`config.mk`:
```
export PLATFORM = sky130hd
export DESIGN_NAME = sbus_frame_receiver_unit
export DESIGN_NICKNAME = d
export VERILOG_FILES = /design/src/sbfr_pkg.sv /design/src/sbfr_ctrl.sv /design/src/sbfr_datapath.sv /design/src/sbus_frame_receiver_unit.sv
export SDC_FILE = /design/constraint.sdc
export NUM_CORES = 1
export LEC_CHECK = 0
export BUFFER_PORTS_ARGS = -buffer_cell sky130_fd_sc_hd__buf_2
export CORE_ASPECT_RATIO = 1.4
export CORE_MARGIN = 2
export CORE_UTILIZATION = 50
export CTS_BUF_LIST = sky130_fd_sc_hd__clkbuf_4 sky130_fd_sc_hd__clkbuf_8 sky130_fd_sc_hd__clkbuf_16
export DETAILED_ROUTE_END_ITERATION = 8
export PLACE_DENSITY_LB_ADDON = 0.1
export SLEW_MARGIN = 20
export SYNTH_ARGS = -nofsm -noshare
export SYNTH_HDL_FRONTEND = slang
export SYNTH_HIERARCHICAL = 1
export SYNTH_SLANG_ARGS = --single-unit
```
`constraint.sdc`:
```
create_clock -name clk -period 4.4 [get_ports clk]
set_input_delay 0.22 -clock clk [delete_from_list [all_inputs] [get_ports clk]]
set_output_delay 0.22 -clock clk [all_outputs]
set_load 0.01 [all_outputs]
```
`src/sbfr_pkg.sv`:
```
`timescale 1ns / 1ps
// Shared constants, report codes and control structs of the SBUS frame receiver.
// No dependencies; imported by the controller, the datapath and the top level.
package sbfr_pkg;

	// Frame layout
	localparam int FRAME_BYTES     = 25;
	localparam int ANALOG_CHANNELS = 16;
	localparam int CHAN_BITS       = 11;
	localparam int POS_BITS        = 5;
	localparam int CHAN_IDX_BITS   = 5;
	localparam int ACC_BITS        = CHAN_BITS + 7;
	localparam int NBITS_BITS      = 5;

	localparam logic [POS_BITS-1:0] FIRST_DATA_POS = POS_BITS'(1);
	localparam logic [POS_BITS-1:0] LAST_DATA_POS  = POS_BITS'(22);
	localparam logic [POS_BITS-1:0] FLAGS_POS      = POS_BITS'(23);
	localparam logic [POS_BITS-1:0] FRAME_LEN      = POS_BITS'(FRAME_BYTES);

	localparam logic [7:0] START_MARK = 8'h0F;
	localparam logic [7:0] END_MARK   = 8'h00;

	// Flag byte bits
	localparam int FLAG_DIG0     = 0;
	localparam int FLAG_DIG1     = 1;
	localparam int FLAG_FAILSAFE = 3;

	// Channel indexes
	localparam logic [CHAN_IDX_BITS-1:0] LAST_ANALOG_CH = CHAN_IDX_BITS'(ANALOG_CHANNELS - 1);
	localparam logic [CHAN_IDX_BITS-1:0] DIG0_CH        = CHAN_IDX_BITS'(ANALOG_CHANNELS);
	localparam logic [CHAN_IDX_BITS-1:0] DIG1_CH        = CHAN_IDX_BITS'(ANALOG_CHANNELS + 1);

	// Saturation limits
	localparam logic [10:0] ELAPSED_MAX = 11'd2047;
	localparam logic [15:0] ERRORS_MAX  = 16'hFFFF;

	// Input kinds
	localparam logic KIND_BYTE = 1'b0;
	localparam logic KIND_TICK = 1'b1;

	// Report codes
	localparam logic [1:0] REPORT_CHANNEL = 2'd0;
	localparam logic [1:0] REPORT_BAD     = 2'd1;
	localparam logic [1:0] REPORT_STATUS  = 2'd2;

	// Configuration registers
	localparam int CFG_INDEX_BITS = 2;
	localparam int CFG_DATA_BITS  = 11;
	localparam logic [CFG_INDEX_BITS-1:0] CFG_TIMEOUT    = 2'd0;
	localparam logic [CFG_INDEX_BITS-1:0] CFG_DIG_LOW    = 2'd1;
	localparam logic [CFG_INDEX_BITS-1:0] CFG_DIG_HIGH   = 2'd2;
	localparam logic [9:0]  TIMEOUT_RESET  = 10'd100;
	localparam logic [10:0] DIG_LOW_RESET  = 11'd172;
	localparam logic [10:0] DIG_HIGH_RESET = 11'd1811;

	// Controller to datapath
	typedef struct packed {
		logic accept;
		logic fetch;
		logic merge;
		logic emit_analog;
		logic emit_digital;
	} sbfr_cmd_t;

	// Datapath to controller
	typedef struct packed {
		logic frame_good;
		logic out_free;
		logic have_chan;
		logic last_analog;
		logic last_digital;
	} sbfr_status_t;

endpackage

```
`src/sbfr_ctrl.sv`:
```
`timescale 1ns / 1ps
// Controller of the SBUS frame receiver: input handshake and frame decode sequencing.
// Depends on sbfr_pkg for the command and status structs.
module sbfr_ctrl
	import sbfr_pkg::*;
(
	input  logic         clk,
	input  logic         arst_n,
	input  logic         in_valid,
	output logic         in_ready,
	input  sbfr_status_t status,
	output sbfr_cmd_t    cmd
);

	localparam logic [2:0] ST_IDLE    = 3'd0;
	localparam logic [2:0] ST_FETCH   = 3'd1;
	localparam logic [2:0] ST_MERGE   = 3'd2;
	localparam logic [2:0] ST_EMIT    = 3'd3;
	localparam logic [2:0] ST_DIGITAL = 3'd4;

	logic [2:0] state_q;
	logic [2:0] state_d;

	// Inputs are taken only while idle and with room in the output register
	assign in_ready = (state_q == ST_IDLE) && status.out_free;

	// Next state and commands
	always_comb begin
		state_d          = state_q;
		cmd              = '0;
		cmd.accept       = in_valid && in_ready;
		case (state_q)
			ST_IDLE: begin
				if (cmd.accept && status.frame_good) begin
					state_d = ST_FETCH;
				end
			end
			ST_FETCH: begin
				cmd.fetch = 1'b1;
				state_d   = ST_MERGE;
			end
			ST_MERGE: begin
				cmd.merge = 1'b1;
				state_d   = ST_EMIT;
			end
			ST_EMIT: begin
				if (!status.have_chan) begin
					state_d = ST_FETCH;
				end else if (status.out_free) begin
					cmd.emit_analog = 1'b1;
					if (status.last_analog) begin
						state_d = ST_DIGITAL;
					end
				end
			end
			ST_DIGITAL: begin
				if (status.out_free) begin
					cmd.emit_digital = 1'b1;
					if (status.last_digital) begin
						state_d = ST_IDLE;
					end
				end
			end
			default: begin
				state_d = ST_IDLE;
			end
		endcase
	end

	always_ff @(posedge clk or negedge arst_n) begin
		if (!arst_n) begin
			state_q <= ST_IDLE;
		end else begin
			state_q <= state_d;
		end
	end

endmodule

```
`src/sbfr_datapath.sv`:
```
`timescale 1ns / 1ps
// Datapath of the SBUS frame receiver: frame store, capture and link state,
// channel bit unpacker, configuration registers and output register. Uses sbfr_pkg.
module sbfr_datapath
	import sbfr_pkg::*;
(
	input  logic                      clk,
	input  logic                      arst_n,
	input  logic                      cfg_we,
	input  logic [CFG_INDEX_BITS-1:0] cfg_index,
	input  logic [CFG_DATA_BITS-1:0]  cfg_data,
	input  logic                      kind,
	input  logic [7:0]                rx_byte,
	input  sbfr_cmd_t                 cmd,
	output sbfr_status_t              status,
	output logic                      out_valid,
	input  logic                      out_ready,
	output logic [1:0]                report,
	output logic [4:0]                channel,
	output logic [10:0]               value,
	output logic                      failsafe,
	output logic                      lost,
	output logic [15:0]               error_count,
	output logic                      last
);

	// Configuration
	logic [9:0]  timeout_q;
	logic [10:0] dig_low_q;
	logic [10:0] dig_high_q;

	// Capture and link state
	logic [POS_BITS-1:0] pos_q;
	logic                cap_q;
	logic [7:0]          prev_q;
	logic [7:0]          first_q;
	logic [7:0]          flags_q;
	logic                failsafe_q;
	logic [10:0]         elapsed_q;
	logic [15:0]         bad_q;

	// Unpacker
	logic [7:0]                mem [FRAME_BYTES];
	logic [7:0]                rdata_q;
	logic [POS_BITS-1:0]       rd_q;
	logic [ACC_BITS-1:0]       acc_q;
	logic [NBITS_BITS-1:0]     nbits_q;
	logic [CHAN_IDX_BITS-1:0]  ch_q;

	// Input decode
	logic                is_byte;
	logic                is_tick;
	logic                start;
	logic [POS_BITS-1:0] pos;
	logic                cap;
	logic [POS_BITS-1:0] pos_n;
	logic                mem_we;
	logic                done;
	logic                good;
	logic                bad;
	logic [10:0]         elapsed_inc;
	logic [15:0]         bad_inc;
	logic                dig_bit;
	logic                load;

	assign is_byte     = cmd.accept && (kind == KIND_BYTE);
	assign is_tick     = cmd.accept && (kind == KIND_TICK);
	assign start       = (rx_byte == START_MARK) && (prev_q == END_MARK);
	assign pos         = start ? '0 : pos_q;
	assign cap         = start || cap_q;
	assign pos_n       = pos + POS_BITS'(1);
	assign mem_we      = is_byte && cap && (pos < FRAME_LEN);
	assign done        = cap && (pos_n >= FRAME_LEN) && (kind == KIND_BYTE);
	assign good        = done && (rx_byte == END_MARK) && (first_q == START_MARK);
	assign bad         = is_byte && done && !good;
	assign elapsed_inc = (elapsed_q < ELAPSED_MAX) ? elapsed_q + 11'd1 : elapsed_q;
	assign bad_inc     = (bad_q < ERRORS_MAX) ? bad_q + 16'd1 : bad_q;
	assign dig_bit     = (ch_q == DIG0_CH) ? flags_q[FLAG_DIG0] : flags_q[FLAG_DIG1];
	assign load        = is_tick || bad || cmd.emit_analog || cmd.emit_digital;

	// Status to controller
	assign status.frame_good   = good;
	assign status.out_free     = !out_valid || out_ready;
	assign status.have_chan    = nbits_q >= NBITS_BITS'(CHAN_BITS);
	assign status.last_analog  = ch_q == LAST_ANALOG_CH;
	assign status.last_digital = ch_q == DIG1_CH;

	// Configuration registers
	always_ff @(posedge clk or negedge arst_n) begin
		if (!arst_n) begin
			timeout_q  <= TIMEOUT_RESET;
			dig_low_q  <= DIG_LOW_RESET;
			dig_high_q <= DIG_HIGH_RESET;
		end else if (cfg_we) begin
			case (cfg_index)
				CFG_TIMEOUT:  timeout_q  <= cfg_data[9:0];
				CFG_DIG_LOW:  dig_low_q  <= cfg_data;
				CFG_DIG_HIGH: dig_high_q <= cfg_data;
				default: begin
				end
			endcase
		end
	end

	// Frame store, one write and one registered read port
	always_ff @(posedge clk) begin
		if (mem_we) begin
			mem[pos] <= rx_byte;
		end
		if (cmd.fetch) begin
			rdata_q <= mem[rd_q];
		end
	end

	// First and flag bytes kept aside for the frame checks
	always_ff @(posedge clk) begin
		if (mem_we && (pos == '0)) begin
			first_q <= rx_byte;
		end
		if (mem_we && (pos == FLAGS_POS)) begin
			flags_q <= rx_byte;
		end
	end

	// Capture and link state
	always_ff @(posedge clk or negedge arst_n) begin
		if (!arst_n) begin
			pos_q      <= '0;
			cap_q      <= 1'b0;
			prev_q     <= '0;
			failsafe_q <= 1'b0;
			elapsed_q  <= '0;
			bad_q      <= '0;
		end else if (is_tick) begin
			elapsed_q <= elapsed_inc;
		end else if (is_byte) begin
			prev_q <= rx_byte;
			if (start) begin
				elapsed_q <= '0;
			end
			if (cap) begin
				pos_q <= pos_n;
				cap_q <= !done;
			end else begin
				pos_q <= pos;
				cap_q <= cap;
			end
			if (good) begin
				elapsed_q  <= '0;
				failsafe_q <= flags_q[FLAG_FAILSAFE];
			end
			if (bad) begin
				bad_q <= bad_inc;
			end
		end
	end

	// Bit unpacker: bytes enter at the top of the accumulator, channels leave at the bottom
	always_ff @(posedge clk or negedge arst_n) begin
		if (!arst_n) begin
			rd_q    <= FIRST_DATA_POS;
			acc_q   <= '0;
			nbits_q <= '0;
			ch_q    <= '0;
		end else if (is_byte && good) begin
			rd_q    <= FIRST_DATA_POS;
			acc_q   <= '0;
			nbits_q <= '0;
			ch_q    <= '0;
		end else begin
			if (cmd.fetch) begin
				rd_q <= rd_q + POS_BITS'(1);
			end
			if (cmd.merge) begin
				acc_q   <= acc_q | (ACC_BITS'(rdata_q) << nbits_q);
				nbits_q <= nbits_q + NBITS_BITS'(8);
			end
			if (cmd.emit_analog) begin
				acc_q   <= acc_q >> CHAN_BITS;
				nbits_q <= nbits_q - NBITS_BITS'(CHAN_BITS);
			end
			if (cmd.emit_analog || cmd.emit_digital) begin
				ch_q <= ch_q + CHAN_IDX_BITS'(1);
			end
		end
	end

	// Output register
	always_ff @(posedge clk or negedge arst_n) begin
		if (!arst_n) begin
			out_valid <= 1'b0;
		end else if (load) begin
			out_valid <= 1'b1;
		end else if (out_ready) begin
			out_valid <= 1'b0;
		end
	end

	always_ff @(posedge clk) begin
		if (is_tick) begin
			report      <= REPORT_STATUS;
			channel     <= '0;
			value       <= '0;
			failsafe    <= failsafe_q;
			lost        <= (elapsed_inc > {1'b0, timeout_q}) || failsafe_q;
			error_count <= bad_q;
			last        <= 1'b1;
		end else if (bad) begin
			report      <= REPORT_BAD;
			channel     <= '0;
			value       <= '0;
			failsafe    <= failsafe_q;
			lost        <= (elapsed_q > {1'b0, timeout_q}) || failsafe_q;
			error_count <= bad_inc;
			last        <= 1'b1;
		end else if (cmd.emit_analog || cmd.emit_digital) begin
			report      <= REPORT_CHANNEL;
			channel     <= ch_q;
			if (cmd.emit_analog) begin
				value <= acc_q[CHAN_BITS-1:0];
			end else begin
				value <= dig_bit ? dig_high_q : dig_low_q;
			end
			failsafe    <= failsafe_q;
			lost        <= (elapsed_q > {1'b0, timeout_q}) || failsafe_q;
			error_count <= bad_q;
			last        <= cmd.emit_digital && (ch_q == DIG1_CH);
		end
	end

	// Checks
	a_pos_range: assert property (@(posedge clk) disable iff (!arst_n)
		cap_q |-> (pos_q < FRAME_LEN))
		else $error("capture position past frame end");

	a_fetch_range: assert property (@(posedge clk) disable iff (!arst_n)
		cmd.fetch |-> ((rd_q >= FIRST_DATA_POS) && (rd_q <= LAST_DATA_POS)))
		else $error("unpacker read outside channel bytes");

	a_emit_bits: assert property (@(posedge clk) disable iff (!arst_n)
		cmd.emit_analog |-> (nbits_q >= NBITS_BITS'(CHAN_BITS)))
		else $error("channel emitted with too few bits");

	a_drained: assert property (@(posedge clk) disable iff (!arst_n)
		cmd.emit_digital |-> ((nbits_q == '0) && (rd_q == FLAGS_POS)))
		else $error("channel bits left over at digital channels");

	a_no_overwrite: assert property (@(posedge clk) disable iff (!arst_n)
		(out_valid && !out_ready) |-> !load)
		else $error("output register loaded while held");

endmodule

```
`src/sbus_frame_receiver_unit.sv`:
```
`timescale 1ns / 1ps
// SBUS frame receiver top level: controller and datapath joined by command/status structs.
// Depends on sbfr_pkg, sbfr_ctrl and sbfr_datapath.
//
// Each input transaction carries a received serial byte or a one millisecond tick.
// A byte that does not complete a frame gives no result; a tick or a bad frame
// gives one result. A good frame completes with 18 channel results (16 analog
// channels, then two digital ones, the last flagged): the stored bytes are unpacked
// one at a time through the frame store's single registered read port, and input
// is held off from the closing byte until the last result has been given.
// A new input is taken only while the output register is empty or being emptied.
// The store needs no clearing after reset. Configuration writes take effect at once.
module sbus_frame_receiver_unit
	import sbfr_pkg::*;
(
	input  logic                      clk,
	input  logic                      arst_n,
	input  logic                      cfg_we,
	input  logic [CFG_INDEX_BITS-1:0] cfg_index,
	input  logic [CFG_DATA_BITS-1:0]  cfg_data,
	input  logic                      in_valid,
	output logic                      in_ready,
	input  logic                      kind,
	input  logic [7:0]                rx_byte,
	output logic                      out_valid,
	input  logic                      out_ready,
	output logic [1:0]                report,
	output logic [4:0]                channel,
	output logic [10:0]               value,
	output logic                      failsafe,
	output logic                      lost,
	output logic [15:0]               error_count,
	output logic                      last
);

	sbfr_cmd_t    cmd;
	sbfr_status_t status;

	sbfr_ctrl u_ctrl (
		.clk      (clk),
		.arst_n   (arst_n),
		.in_valid (in_valid),
		.in_ready (in_ready),
		.status   (status),
		.cmd      (cmd)
	);

	sbfr_datapath u_datapath (
		.clk         (clk),
		.arst_n      (arst_n),
		.cfg_we      (cfg_we),
		.cfg_index   (cfg_index),
		.cfg_data    (cfg_data),
		.kind        (kind),
		.rx_byte     (rx_byte),
		.cmd         (cmd),
		.status      (status),
		.out_valid   (out_valid),
		.out_ready   (out_ready),
		.report      (report),
		.channel     (channel),
		.value       (value),
		.failsafe    (failsafe),
		.lost        (lost),
		.error_count (error_count),
		.last        (last)
	);

endmodule
```
Word-level counts from Yosys, hierarchy flattened
Memory sizes are Yosys's and may differ from the RTL's. A register that Yosys moved wholly into a read port is not among the register bits.
Index checks and enable logic that the tools add are counted.
Widths: inputs -> output; s select.
Word-level totals
  register bits after elaboration: 160
  memory bits (writable): 200
  output and inout port bits: 39
  memories: 1
Operators by class
  add/subtract/negate cells: 7
  order comparisons: 7
  equality and inequality tests: 17
  shift-type cells: 1
  multiplexer cells: 50
  bitwise logic cells: 3
  reduce and logical (&&, ||, !) cells: 51
Memories
  u_datapath.mem: depth 25, bits a word 8, read ports 1, clocked after Yosys merged registers in 1, wr ports 1, RTL line sbfr_datapath.sv:43  | logic [7:0] mem [FRAME_BYTES];
Operators with widths (number)
  $mux 11: 7
  $mux 16: 4
  $mux 18: 3
  $mux 5: 9
  $gt 11x10->1: 2
  $logic_and 1x1->1: 18
  $mux 1: 18
  $mux 3: 6
  $or 18x18->18: 1
  $shl 8x5->18: 1
  $add 16x1->16 const B: 1
  $eq 8x4->1 const B: 2
  $logic_not 8->1: 2
  $lt 16x16->1 const B: 1
  $add 5x1->5 const B: 3
  $eq 5x5->1 const B: 3
  $pmux 3 s5: 1
  $add 11x1->11 const B: 1
  $lt 11x11->1 const B: 1
  $reduce_and 2->1: 5
  $reduce_bool 2->1: 5
  $reduce_bool 3->1: 3
  $logic_or 1x1->1: 8
  $eq 3x2->1 const B: 2
  other kinds (23): 29

Logic depth before layout (Yosys ltp)
Gate-level depths: netlist of run 1.
  word-level depth: 15
  mapped depth: 13
  depth with buffers taken out: 10

Modules after synthesis
The synthesis of run 1 kept the hierarchy.
By module, submodules not included
  sbfr_datapath: instances 1, cells each 1163, area each 16221.8 um^2, sequential area each 10217.3 um^2
  sbfr_ctrl: instances 1, cells each 24, area each 197.7 um^2, sequential area each 75.1 um^2

Least setup slack after synthesis of run 1
Ideal clock, no wire load.
  kind: register to register
  start point: reg u_datapath.prev_q[5]
  end point: reg u_datapath.error_count[14] (data pin)
  library setup time: 0.260 ns
  arrival time: 3.438 ns
  required time: 4.140 ns
  slack: 0.702 ns
  stages on the path, launching flop included: 10
  buffers on the path: 1
  period minus slack after synthesis: 3.698 ns
  path through: dfrtp_1 -> or4_4 -> nor4_1 -> nor2_1 -> ha_1 -> a21o_1 -> a211o_1 -> buf_2 -> nor4_1 -> mux2_2
On the way
  cells in the longest elaborated chain, start to end: 13
RTL lines
  from (decl): RTL line sbfr_datapath.sv:35  | logic [7:0] prev_q;
  from (signal assigned): RTL line sbfr_datapath.sv:137  | prev_q <= rx_byte;
  $logic_not 8->1 *: RTL line sbfr_datapath.sv:68  | assign start = (rx_byte == START_MARK) && (prev_q == END_MARK);
  $logic_and 1x1->1 *: RTL line sbfr_datapath.sv:68
  $mux 5: RTL line sbfr_datapath.sv:69  | assign pos = start ? '0 : pos_q;
  $add 5x1->5: RTL line sbfr_datapath.sv:71  | assign pos_n = pos + POS_BITS'(1);
  $ge 5x5->1: RTL line sbfr_datapath.sv:73  | assign done = cap && (pos_n >= FRAME_LEN) && (kind == KIND_BYTE);
  $logic_and 1x1->1 * (2 in a row): RTL line sbfr_datapath.sv:73
  $logic_and 1x1->1 (2 in a row): RTL line sbfr_datapath.sv:74  | assign good = done && (rx_byte == END_MARK) && (first_q == START_MARK);
  $logic_not 1->1: RTL line sbfr_datapath.sv:75  | assign bad = is_byte && done && !good;
  $logic_and 1x1->1 *: RTL line sbfr_datapath.sv:75
  $mux 16 *: RTL line sbfr_datapath.sv:208  | end else if (bad) begin
  $mux 16 *: RTL line sbfr_datapath.sv:200  | if (is_tick) begin
  to (signal assigned): RTL line sbfr_datapath.sv:206  | error_count <= bad_q;
  to (signal assigned): RTL line sbfr_datapath.sv:214  | error_count <= bad_inc;
  to (signal assigned): RTL line sbfr_datapath.sv:226  | error_count <= bad_q;
  to (decl): RTL line sbfr_datapath.sv:23  | output logic [15:0] error_count,
Every way passes the cells marked *; elsewhere a longest branch is shown, timed or not.
A chain may end at the register's enable or synchronous reset.

Worst setup path after layout of run 1
  start point: reg u_datapath.prev_q[5]
  end point: reg u_datapath.error_count[1] (data pin)
Same word-level chain as after synthesis.

==> results of run 1 <==
-- worst reg2reg max path: stages (launching register included) --
cell and delay (ps):
dfrtp_1 380, or4_4 560, or4_1 540, nand2_1 110, ha_1 250, a21o_1 200, a211o_1 500, nor3_1 590
mux2_2 400
-- worst max path at each step --
stage,start,slack [ps],endpoint,cells after the start
detailed placement,u_datapath/prev_q[5],630,u_datapath/error_count[1],8
global route,u_datapath/prev_q[5],420,u_datapath/error_count[1],8
floorplan,u_datapath/prev_q[5],700,u_datapath/error_count[14],9
global placement,rx_byte[4],680,u_datapath/error_count[1],9
CTS,u_datapath/prev_q[5],610,u_datapath/error_count[1],8
finish,u_datapath/prev_q[5],600,u_datapath/error_count[1],8
-- registers in the layout, summed over array words and instances, names as in the netlist, 2 cells and up --
register and flops:
u_datapath/mem 200, u_datapath/acc_q 18, u_datapath/bad_q 16, u_datapath/error_count 16, u_datapath/dig_high_q 11, u_datapath/dig_low_q 11
u_datapath/elapsed_q 11, u_datapath/value 11, u_datapath/timeout_q 10, u_datapath/first_q 8, u_datapath/prev_q 8, u_datapath/rdata_q 8
u_datapath/ch_q 5, u_datapath/channel 5, u_datapath/nbits_q 5, u_datapath/pos_q 5, u_datapath/rd_q 5, u_ctrl/state_q 3
u_datapath/flags_q 3, u_datapath/report 2
-- logic make-up (layout without fill, tap and decap cells) --
kind of cell             Yosys count  in the layout  synth area share [%]
adder cells (fa/ha/maj)           31             31                  2.36
XOR/XNOR                          33             33                  1.76
AO/OA/AOI/OAI                    148            148                  6.00
multiplexers                     143            143                  13.8
flip-flops                       367            367                  62.7
buffers and inverters             96            203                  2.37
AND/OR/NAND/NOR                  369            369                  11.1
-- power breakdown --
part	leakage [nW]	switching, mW	internal, mW	total, mW
clock	0.648	1.28	1.98	3.27
sequential	3.61	0.126	3.81	3.94
combinational	2.71	0.378	0.304	0.682
-- per-layer routing --
layer  up-vias  wire length [um]  GRT usage (%)
li1       4628                 -              -
met1      4985             15000           26.8
met2       233             19300           39.2
met3        53              1410           3.11
met4         0               896           6.82
met5         -                 0              0
-- cell usage after synthesis, drive strengths merged (3+ instances only) --
master,instances
and2,4
mux2,53
buf,17
nand2,116
clkbuf,51
dfstp,14
inv,27
mux4,61
a22oi,3
nor2b,20
ha,31
or2,3
edfxtp,237
or4,5
xor2,19
a41o,3
a211oi,3
a211o,12
a31oi,9
nor4b,5
a21oi,39
nand4,17
a41oi,3
nor3,39
nor3b,7
a22o,9
or3,4
a21o,3
and3,4
nor4,11
mux2i,29
xnor2,14
o21a,4
nand2b,14
nand4b,4
nor2,84
nand3b,3
dfxtp,19
nand3,22
o21ai,41
dfrtp,97
-- layout make-up --
class,count,area [um^2],share of cell area [%]
Timing Repair Buffer,107,686,3.67
Clock inverter,13,143,0.763
Multi-Input combinational cell,724,5770,30.8
Clock buffer,55,1150,6.13
Tap cell,440,551,2.94
Inverter,28,105,0.562
Sequential cell,367,10300,55.1
-- through the flow --
stage	util [%]	setup slack (ps)	area, um^2	power [mW]	hold WS [ps]
3_3_place_gp	53.3	680	17300	4.65	284
3_5_place_dp	53.3	631	17300	4.67	284
5_1_grt	57.7	419	18700	8.19	98.4
6_report	57.7	601	18700	7.89	90.0
2_1_floorplan	-	702	16400	4.42	-75.6
4_1_cts	57.7	613	18700	7.96	64.1
==> flow_summary_export.csv, run 1 <==
group,metric,value,unit
outcome,outcome,"finished, final reports clean",
job,max_cap_viol_count,0,
cells_and_area,syn_to_final_growth,13.9,%
cells_and_area,final_cell_mix,"237 x edfxtp_1, 116 x nand2_1, 95 x dfrtp_1",
drt,viasPerCell,5.71,
drt,drc,0,
min_path,hold_class,"input port to flip-flop",
logic_synthesis,syn_nets,1245,
logic_synthesis,ys_ff_latch,367,
place,gp_congestion,0.888,
setup_path,startpoint_type,"flip-flop",
floorplanning,ioPinCount,66,
grt,antenna_found_initial,0,
floorplanning,dieArea,34300,um^2
grt,grt-ovfl-total,0,
pwr,ir_drop,0.414,mV
clock_network,clk_latency,530,ps
cells_and_area,num-fill-cells,2620,
min_path,hold_end,"u_datapath/timeout_q[5]",
logic_synthesis,ys_types,71,
logic_synthesis,yosysWarnings,6,
grt,grt.total_usage,21.7,%
sta,fin_worst_skew,17.2,ps
sta,finalSetupViolations,0,
setup_path,critPathTopFamily,"simple AND/OR/NAND/NOR gates",
setup_path,r2r_setup_slack,600,ps
place,place_inst,1654,
clock_network,tritoncts,"done",
min_path,hp-start,"cfg_index[0]",
drt,totalWireLength,36.6,mm
sta,setup_tns,0,ps
setup_path,rr_endpoint,"u_datapath/error_count[1]",
setup_path,end_kind,"flip-flop",
logic_synthesis,synthFlopType,"edfxtp_1",
setup_path,arrival,4070,ps
pwr,p_per_area,422,nW/um^2
sta,period_share,86.3,%
drt,num_vias,9899,
floorplanning,fp.coreArea,32400,um^2
logic_synthesis,synth-edff-count,237,
floorplanning,fp-row-count,78,
drt,ant_nets,0,
drt,drt_iter0_markers,655,
setup_path,r2r_start,"u_datapath/prev_q[5]",
cells_and_area,final_common_cell,"edfxtp_1",
logic_synthesis,ys_top_cells_by_area,"edfxtp_1 43%, dfrtp_1 15%, mux4_2 8.4%",
logic_synthesis,synth_top_area_share,43.3,%
floorplanning,die_x,157,um
logic_synthesis,synth_seq_area_share,62.7,%
setup_path,cp_slowest_cell,"nor3_1",
setup_path,path_buf_inv,0,
setup_path,critPathMaxFanout,13,
clock_network,cts_inserted_buffers,37,
setup_path,crit_required,4670,ps
grt,grt_first_pass_wirelength,56.5,mm
grt,grt_pass1_vias,9925,
pwr,power.leakage,6.97,nW
place,portBuffers,65,
clock_network,clk_transition_reported_paths,60,ps
sta,fmax,0.263,GHz
sta,worst_slew_pin_slew,1100,ps
setup_path,critical_path_class,"flip-flop to flip-flop",
drt,dr.pass1.iters,6,
drt,wl_per_cell,21.1,um
clock_network,cts_hold_buf,12,
logic_synthesis,yosysTopAreaCell,"edfxtp_1",
min_path,min_path_cells,4,
sta,rsz0062_at_grt,"no",
sta,timing_hold_violations_final,0,
sta,drv_slew,0,
clock_network,clockBufferDepth,3,
place,dp_hpwl,24.6,mm
cells_and_area,drive_above_1_share,23.6,%
floorplanning,die_y,218,um
floorplanning,initial_core_util,50.7,%
clock_network,htree_levels,2,
clock_network,clock-sinks,367,
clock_network,cts_setup_buffers,0,
setup_path,worstRegToRegCells,8,
logic_synthesis,syn_inst,1187,
logic_synthesis,async_flop_share,30.2,%
sta,period_minus_slack,3800,ps
sta,slew_headroom,25.2,%
clock_network,cts-root-buf,"clkbuf_16",
clock_network,cts.repair.resized,0,
logic_synthesis,synthesis.area,16400,um^2
setup_path,slowest_delay,590,ps
cells_and_area,fin_cells,1734,
grt,grt_max_degree,56,
setup_path,crit_chain,"or4_4, or4_1, nand2_1, ha_1, a21o_1, a211o_1, nor3_1, mux2_2",
cells_and_area,diodes,0,
cells_and_area,nets,1323,
logic_synthesis,syn_area_per_cell,13.8,um^2
Power figures use the tool's default switching activity.
==> run 2, diff against run 1 <==
CORE_UTILIZATION = 55   (was 50)
RECOVER_POWER = 50   (was unset)
clock period = 4.75 ns   (was 4.4 ns; I/O delays follow)
==> run 2 against run 1 <==
Net effect: the run now ends with capacitance limit, slew limit left; via count decreased by 0.15%; highest routed layer unchanged; routed wire length shrank 4.3%; sequential share of layout area increased by 0.64 points; largest power group unchanged; total power decreased by 6.8%; critical path depth increased by 2; worst setup slack improved by 74 ps; global-route usage grew 1.1 points; die area shrank 8.9%; largest cell class unchanged; sequential power decreased by 7.6%; clock skew shrank 6.9 ps; clock power decreased by 5%.
==> flow_summary_export.csv, run 2 (same netlist as run 1, synthesis figures left out) <==
group,metric,value,unit
clock_network,clk_latency,530,ps
sta,rsz0062_at_grt,"no",
pwr,p_sw,1.65,mW
drt,num_vias,9884,
floorplanning,die_x,150,um
place,gp_congestion,0.890,
drt,drc,0,
floorplanning,dieArea,31300,um^2
grt,grt.total_usage,22.8,%
clock_network,cts.repair.resized,0,
sta,fmax,0.245,GHz
cells_and_area,fin_util,63.2,%
pwr,switching_share,22.5,%
cells_and_area,diodes,0,
sta,period_minus_slack,4080,ps
setup_path,critPathMaxFanout,30,
setup_path,critical_path_class,"input port to flip-flop",
clock_network,htree_levels,2,
pwr,comb_power_share,8.3,%
drt,wl_per_cell,21.0,um
cells_and_area,nets,1316,
sta,drv_slew,108,
grt,grt_max_degree,58,
floorplanning,initial_core_util,56.1,%
grt,grt-ovfl-total,0,
sta,fin_worst_skew,10.3,ps
clock_network,cts_inserted_buffers,37,
clock_network,clockBufferDepth,3,
cells_and_area,top_register,"u_datapath/mem",
drt,viasPerCell,5.93,
job,max_cap_viol_count,3,
cells_and_area,final_cell_mix,"237 x edfxtp_1, 116 x nand2_1, 96 x dfrtp_1",
floorplanning,fp.coreArea,29300,um^2
cells_and_area,reg_top3,"u_datapath/mem (200), u_datapath/acc_q (18)",
drt,totalWireLength,35.1,mm
sta,worst_slew_pin_slew,2980,ps
clock_network,clk_transition_reported_paths,60,ps
clock_network,cts-root-buf,"clkbuf_16",
clock_network,tritoncts,"done",
outcome,outcome,"complete, but fails checks",
sta,finalSetupViolations,0,
setup_path,crit_required,5030,ps
sta,setup_tns,0,ps
pwr,power.leakage,6.74,nW
setup_path,arrival,4360,ps
place,portBuffers,65,
floorplanning,ioPinCount,66,
clock_network,cts_setup_buffers,0,
setup_path,end_kind,"flip-flop",
outcome,violations,"capacitance limit, slew limit",
pwr,pwr-share-clk,42.1,%
drt,drt_iter0_markers,674,
min_path,hold_class,"input port to flip-flop",
pwr,power_frac_seq,49.5,%
cells_and_area,drive_above_1_share,18.7,%
sta,slew_headroom,-99.0,%
cells_and_area,largest_reg_flops,200,
grt,grt_pass1_vias,9701,
drt,ant_nets,0,
place,dp_hpwl,23.2,mm
pwr,intPower,5.70,mW
sta,timing_hold_violations_final,0,
cells_and_area,syn_to_final_growth,12.5,%
floorplanning,die_y,208,um
cells_and_area,final_common_cell,"edfxtp_1",
pwr,p_per_area,398,nW/um^2
clock_network,cts_hold_buf,12,
floorplanning,fp-row-count,74,
grt,grt_first_pass_wirelength,54.7,mm
sta,period_share,85.8,%
setup_path,startpoint_type,"input port",
drt,dr.pass1.iters,5,
pwr,ir_drop,0.338,mV
grt,antenna_found_initial,0,
clock_network,clock-sinks,367,
## run 2: layout make-up
type	count	area (um^2)
Clock buffer	46	1010
Clock inverter	21	307
Fill cell	2298	10800
Inverter	28	105
Multi-Input combinational cell	724	5750
Sequential cell	367	10300
Tap cell	380	475
Timing Repair Buffer	100	536
## run 2: critical path, stage by stage
cell	delay, ps
clkbuf_1	1010
nand4b_1	350
or4_1	550
buf_4	200
nand2_1	110
ha_1	260
a21o_1	200
a211o_1	490
nor3_1	550
mux2_2	400
## run 2: final timing paths
check | from | to | slack (ps) | cells after the start
worst min register to register | u_datapath/channel[3] | u_datapath/channel[3] | 460 | 2
min in group asynchronous | arst_n | u_datapath/dig_high_q[5] | 1230 | 2
worst max-delay path | rx_byte[0] | u_datapath/error_count[1] | 670 | 10
worst min-delay path | kind | u_datapath/elapsed_q[0] | 110 | 3
max in group asynchronous | arst_n | u_datapath/prev_q[4] | 1520 | 3
worst max register to register | u_datapath/out_valid | u_datapath/error_count[5] | 770 | 8
## run 2: power groups by stage
stage	Combinational [mW]	Sequential [mW]	Clock, mW
floorplan	0.438	3.66	0
global placement	0.593	3.70	0
detailed placement	0.613	3.70	0
CTS	0.624	3.64	3.17
global route	0.693	3.66	3.29
finish	0.613	3.64	3.10
## run 2: stage by stage
stage | setup slack (ps) | power (mW) | hold slack, ps | instance area, um^2 | std cells
5_1_grt | 395 | 7.64 | 125 | 18500 | 1666
3_3_place_gp | 696 | 4.29 | 342 | 17100 | 1587
3_5_place_dp | 626 | 4.32 | 338 | 17100 | 1587
2_1_floorplan | 1050 | 4.09 | -58.1 | 16400 | 1187
6_report | 675 | 7.35 | 111 | 18500 | 1666
4_1_cts | 816 | 7.43 | 94.2 | 18600 | 1666
## run 2: routing by layer
layer / vias to the layer above / global-route usage, % / share of wire [%]
met3: 57 / 3.36 / 4.7
met5: - / 0 / 0
met4: 0 / 6.77 / 2.5
li1: 4623 / - / -
met1: 4949 / 30.6 / 42
met2: 255 / 38.7 / 51
